**src/rtl/bpc_pkg.sv**
```systemverilog
// ----------------------------------------------------------------------------
// Barometric pressure compensation package
// Types, register codes and arithmetic constants shared by the block.
// ----------------------------------------------------------------------------
package bpc_pkg;

  localparam int AddrW    = 5;
  localparam int DataW    = 64;
  localparam int DivSteps = 64;

  localparam logic [1:0] REG_TRIM_T_P1  = 2'd0;
  localparam logic [1:0] REG_TRIM_P2_P5 = 2'd1;
  localparam logic [1:0] REG_TRIM_P6_P9 = 2'd2;

  localparam logic signed [25:0] TempOff  = 26'sd128000;
  localparam logic [63:0]        DivBias  = 64'h0000_8000_0000_0000;
  localparam logic [63:0]        NumScale = 64'd3125;
  localparam logic [24:0]        PressMax = 25'h1FF_FFFF;

  typedef struct packed {
    logic        [15:0] t1;
    logic signed [15:0] t2;
    logic signed [15:0] t3;
    logic        [15:0] p1;
    logic signed [15:0] p2;
    logic signed [15:0] p3;
    logic signed [15:0] p4;
    logic signed [15:0] p5;
    logic signed [15:0] p6;
    logic signed [15:0] p7;
    logic signed [15:0] p8;
    logic signed [15:0] p9;
  } bpc_trim_t;

  typedef struct packed {
    logic signed [15:0] temp;
    logic               ok;
    logic               neg;
  } bpc_side_t;

  typedef struct packed {
    logic [63:0] ma;
    logic [30:0] mb;
    bpc_side_t   side;
  } bpc_div_in_t;

  typedef struct packed {
    logic [63:0] quo;
    bpc_side_t   side;
  } bpc_div_out_t;

  typedef struct packed {
    logic signed [15:0] temperature_centi;
    logic        [24:0] pressure_q24_8;
    logic               result_valid;
  } bpc_result_t;

endpackage

```
**src/rtl/bpc_regs.sv**
```systemverilog
// ----------------------------------------------------------------------------
// Trim register file
// APB-style access to the three packed 64-bit trim registers.
// ----------------------------------------------------------------------------
module bpc_regs import bpc_pkg::*; (
  input  logic             clk,
  input  logic             rst,
  input  logic             psel,
  input  logic             penable,
  input  logic             pwrite,
  input  logic [AddrW-1:0] paddr,
  input  logic [DataW-1:0] pwdata,
  output logic [DataW-1:0] prdata,
  output logic             pready,
  output bpc_trim_t        trim
);

  logic [DataW-1:0] trim_t_p1;
  logic [DataW-1:0] trim_p2_p5;
  logic [DataW-1:0] trim_p6_p9;
  logic [1:0]       idx;
  logic             wr;

  assign idx    = paddr[AddrW-1:3];
  assign wr     = psel & penable & pwrite;
  assign pready = 1'b1;

  always_ff @(posedge clk) begin
    if (rst) begin
      trim_t_p1  <= '0;
      trim_p2_p5 <= '0;
      trim_p6_p9 <= '0;
    end else if (wr) begin
      unique case (idx)
        REG_TRIM_T_P1:  trim_t_p1  <= pwdata;
        REG_TRIM_P2_P5: trim_p2_p5 <= pwdata;
        REG_TRIM_P6_P9: trim_p6_p9 <= pwdata;
        default: ;
      endcase
    end
  end

  always_comb begin
    unique case (idx)
      REG_TRIM_T_P1:  prdata = trim_t_p1;
      REG_TRIM_P2_P5: prdata = trim_p2_p5;
      REG_TRIM_P6_P9: prdata = trim_p6_p9;
      default:        prdata = '0;
    endcase
  end

  assign trim.t1 = trim_t_p1[15:0];
  assign trim.t2 = trim_t_p1[31:16];
  assign trim.t3 = trim_t_p1[47:32];
  assign trim.p1 = trim_t_p1[63:48];
  assign trim.p2 = trim_p2_p5[15:0];
  assign trim.p3 = trim_p2_p5[31:16];
  assign trim.p4 = trim_p2_p5[47:32];
  assign trim.p5 = trim_p2_p5[63:48];
  assign trim.p6 = trim_p6_p9[15:0];
  assign trim.p7 = trim_p6_p9[31:16];
  assign trim.p8 = trim_p6_p9[47:32];
  assign trim.p9 = trim_p6_p9[63:48];

endmodule

```
**config.mk**
```make
export PLATFORM = sky130hd
export DESIGN_NAME = bpc_regs
export DESIGN_NICKNAME = d
export VERILOG_FILES = /design/src/rtl/bpc_pkg.sv /design/src/rtl/bpc_regs.sv
export SDC_FILE = /design/constraint.sdc
export NUM_CORES = 1
export LEC_CHECK = 0
export BUFFER_PORTS_ARGS = -buffer_cell sky130_fd_sc_hd__clkbuf_2
export CELL_PAD_IN_SITES_DETAIL_PLACEMENT = 1
export CELL_PAD_IN_SITES_GLOBAL_PLACEMENT = 1
export CORE_AREA = 8 8 196 142
export DETAILED_ROUTE_END_ITERATION = 7
export DIE_AREA = 0 0 204 150
export GPL_ROUTABILITY_DRIVEN = 1
export PLACE_DENSITY = 0.89
export SYNTH_ARGS = -nofsm -noshare
export SYNTH_HDL_FRONTEND = slang
export SYNTH_SLANG_ARGS = --single-unit
```
**constraint.sdc**
```tcl
create_clock -name clk -period 1.48 [get_ports clk]
set_clock_uncertainty 0.15 [all_clocks]
set_input_delay 0.148 -clock clk [delete_from_list [all_inputs] [get_ports clk]]
set_output_delay 0.148 -clock clk [all_outputs]
set_load 0.05 [all_outputs]
```
# [After elaboration in Yosys (flattened, before gate mapping)]
# Cells that the tools add are included.
[totals] regBits=192 in_bits=74 output_inout_bits=257 word_cells=12
[op_classes] eq_ne=2 muxes=1 n_bitwise=2 n_reduce_logical=4
[op_table] op="one-hot mux 64 bit (3 select lines)" count=1
[op_table] op="AND reduction 2 bit" count=3
[op_table] op="bitwise AND 1 bit" count=2
[op_table] op="equality test 2 x 1 -> 1 bit (second input constant)" count=1
[op_table] op="equality test 2 bit (second input constant)" count=1
[op_table] op="logical NOT 2 bit" count=1

# [Longest topological paths before layout]
[logic_depth] ltp_word=3 mapped_depth=5 ltp_nobuf=3

# [Least setup slack after synthesis]
# No wires, ideal clock.
[synth_timing] path_type="reg2out" start="reg trim_p2_p5[0]" end="out prdata[0]" arrival_time_ns=1.871 required_time_ns=1.182 path_slack_ns=-0.689 path_stages_with_launch=3 n_path_buf=0 cell_sequence="dfxtp_1 > mux2i_1 > o21ai_0"
[synth_between] elab_chain_cells=1
[synth_lines] element="start: declaration" line_no="bpc_regs.sv:19" source="logic [DataW-1:0] trim_p2_p5;"
[synth_lines] element="start signal: assignment" line_no="bpc_regs.sv:36" source="REG_TRIM_P2_P5: trim_p2_p5 <= pwdata;"
[synth_lines] element="one-hot mux 64 bit (3 select lines)" line_no="bpc_regs.sv:44" source="unique case (idx)"
[synth_lines] element="end: declaration" line_no="bpc_regs.sv:13" source="output logic [DataW-1:0] prdata,"
# No other way between the ends.

# [Worst setup path after layout]
[layout_timing] start="reg trim_t_p1[21]" end="out prdata[21]"
[layout_between] elab_chain_cells=1
[layout_lines] element="start: declaration" line_no="bpc_regs.sv:18" source="logic [DataW-1:0] trim_t_p1;"
[layout_lines] element="start signal: assignment" line_no="bpc_regs.sv:35" source="REG_TRIM_T_P1: trim_t_p1 <= pwdata;"
[layout_lines] element="one-hot mux 64 bit (3 select lines)" line_no="bpc_regs.sv:44"
# No other way between the ends.

==> results.tsv <==
metric	value	unit
WS Path Type	register to primary output	
unrepaired setup endpoints after global routing	yes	
Arr. time, crit path	1280	ps
most frequent cells in the layout	256 x nand2b_1, 209 x clkbuf_2, 193 x mux2i_1	
Pint	0.008174	W
Synth Area per Inst	9.857	um2
area share of the largest cell type after synthesis	0.4280	
Mapped Area	8980	um2
Req. time, crit path	1180	ps
commonest non-fill, non-tap cell in the layout	nand2b_1	
setup TNS	-1502	ps
Crit path largest cell delay	390	ps
Slew Limit Fails	0	
first-pass GRT wire length	66100	um
IO Count	331	
clk sink count	192	
largest net degree at the start of global routing	99	
Setup Slack @ Placement	-117.3	ps
vias in the first global route	10170	
Fmax achieved	634.0	MHz
Post-synth EDFFs	0	
worst-case clock buffer depth	2	
GRT Residual Overflow	0	
First-pass DRT Iterations	5	
CTS buffer count	17	
yosys warns	0	
period utilisation layout	1.066	
Yosys cell types	18	
final estimated routing congestion in global placement	0.7776	
CTS root buf	clkbuf_16	
syn_nets	985	
Die H	150	um
Seq pwr share	0.448	
Finish-stage setup viols	53	
pwr dens	713.7	nW/um2
outcome	finished with violations	
Layout area overhead	80.94	%
asr flop ratio synth	0	
placed cells	1550	
CP max-delay cell	dfxtp_4	
sequential share of the synthesized area	0.4280	
crit path capture type	primary output	
die area	30600	um2
Detailed Place HPWL	26460	um
failing checks	negative setup slack	
Finished Layout Cells	1724	
Avg WL per Cell	27.36	um
Top FF cell, synth	dfxtp_1	
Worst Hold Class	input pin to register	
critical-path cell list	mux2i_4 -> o21ai_4 -> buf_12	
R2R Path Start	trim_t_p1[35]	
antenna-violating nets left	0	
GR Util met1	0.3145	
Max VDD drop	716.3	uV
crit path launch	trim_t_p1[21]	
Final nets	1455	
Startpoint Class	register	
crit-path max FO	3	
via count	9084	
startpoint of the worst hold path	rst	
largest cells by area after synthesis	dfxtp_1 43%, mux2i_1 29%, nand2b_1 18%, o21ai_0 3.6%, nand2_1 2.7%	
LEAKAGE	7.087	nW
CTS tree	done	
Final Hold Viols	0	
Tmin final	1577	ps
Cells after Synth	911	
# Max-Cap Violations	0	
gr usage total	0.2786	
global routing usage on met3	0.05797	
synthesis-stage register bit count	192	
core area	25010	um2
layout cells sized above 1	0.5599	
post-DR vias/cell	5.269	
setup ws final	-97.41	ps
# rows	49	
clock latency at the later pin of the worst-skew pair	410	ps
Switching Power	0.003421	W
proportion of power drawn by combinational gates	0.161	
PortBufs	326	
initial antenna violation count	0	
Die X	204	um
routed wire length	47170	um
clock share of power	0.391	
H-tree Lvls	4	
DRC Markers	0	
grt peak-use layer	met2	
clock slew at reported path FFs	80	ps
biggest area consumer among synthesized cells	dfxtp_1	
DRT iter0 DRCs	463	
# diodes	0	
met2 usage	0.5229	
initial core utilization	0.3590	
Net Sw Frac	0.2950	
==> sequential cells by signal (all words and copies together) (netlist names) <==
signal,cells
trim_p6_p9,64
trim_t_p1,64
trim_p2_p5,64
==> cells in the mapped netlist (2+ instances only) <==
cell type,n
buf_6,6
mux2i_1,256
buf_2,19
clkbuf_1,38
buf_4,6
dfxtp_1,192
nand2b_1,256
buf_1,2
nand2_1,64
o21ai_0,64
==> cell type report <==
type	count	area [um2]
fillers	2461	8766
clock inverters	13	117.6
flip-flops and latches	192	4250
well taps	331	414.1
multi-input cells	648	6292
repair buffers	522	4735
clock buffers	18	439.2
==> power by group through the flow <==
stage / Sequential [W] / Clock, W / Combinational, W
global placement: 0.00541 / 0 / 0.00140
floorplan: 0.00563 / 0 / 0.000667
finish: 0.00519 / 0.00453 / 0.00187
global route: 0.00520 / 0.00479 / 0.00193
detailed placement: 0.00542 / 0 / 0.00143
CTS: 0.00524 / 0.00458 / 0.00175
==> cell families after synthesis <==
| family | after synthesis | share of synthesized area |
|---|---|---|
| flip-flops | 192 | 0.4280 |
| AND/OR/NAND/NOR | 327 | 0.2107 |
| buffers and inverters | 71 | 0.03985 |
| AO/OA/AOI/OAI | 64 | 0.03567 |
| other | 1 | 0.0004176 |
| multiplexers | 256 | 0.2854 |
==> critical path, delay by kind of cell (launching register included) <==
family | cells | cell delay [ps]
mux | 1 | 80
flops | 1 | 390
buf+inv | 1 | 180
compound gates | 1 | 210
==> stage by stage <==
step                      instance area, um2  hold slack [ps]  power (W)    util
after floorplan                         9776            188.8   0.006299       -
after global placement                 13140            290.7   0.006808  0.5254
after detailed placement               13140            305.9   0.006851  0.5254
after CTS                              15740            9.355    0.01157  0.6293
after global routing                   16250            86.71    0.01192  0.6496
final                                  16250            86.88    0.01160  0.6496
==> timing repair <==
item	4_1_cts	5_1_grt
hold buffers	64	0
endpoints found under the setup margin	66	102
gates resized for setup	246	152
pin swaps	24	24
buffers inserted	66	13
endpoints found under the hold margin	192	0
gates cloned	1	0
==> worst paths after layout <==
kind | endpoint | slack (ps) | cells after the start
worst max-delay path | prdata[21] | -100 | 3
worst min-delay path | trim_p6_p9[46] | 90 | 3
worst max register to register | trim_t_p1[35] | 310 | 4
worst min register to register | trim_p6_p9[11] | 350 | 2
==> per-layer routing <==
layer / wire length (um) / vias up
met5: 0 / -
li1: - / 3990
met3: 2505 / 85
met2: 24960 / 359
met4: 1281 / 0
met1: 18430 / 4650
Note: power is estimated with default switching activity, not from simulation.
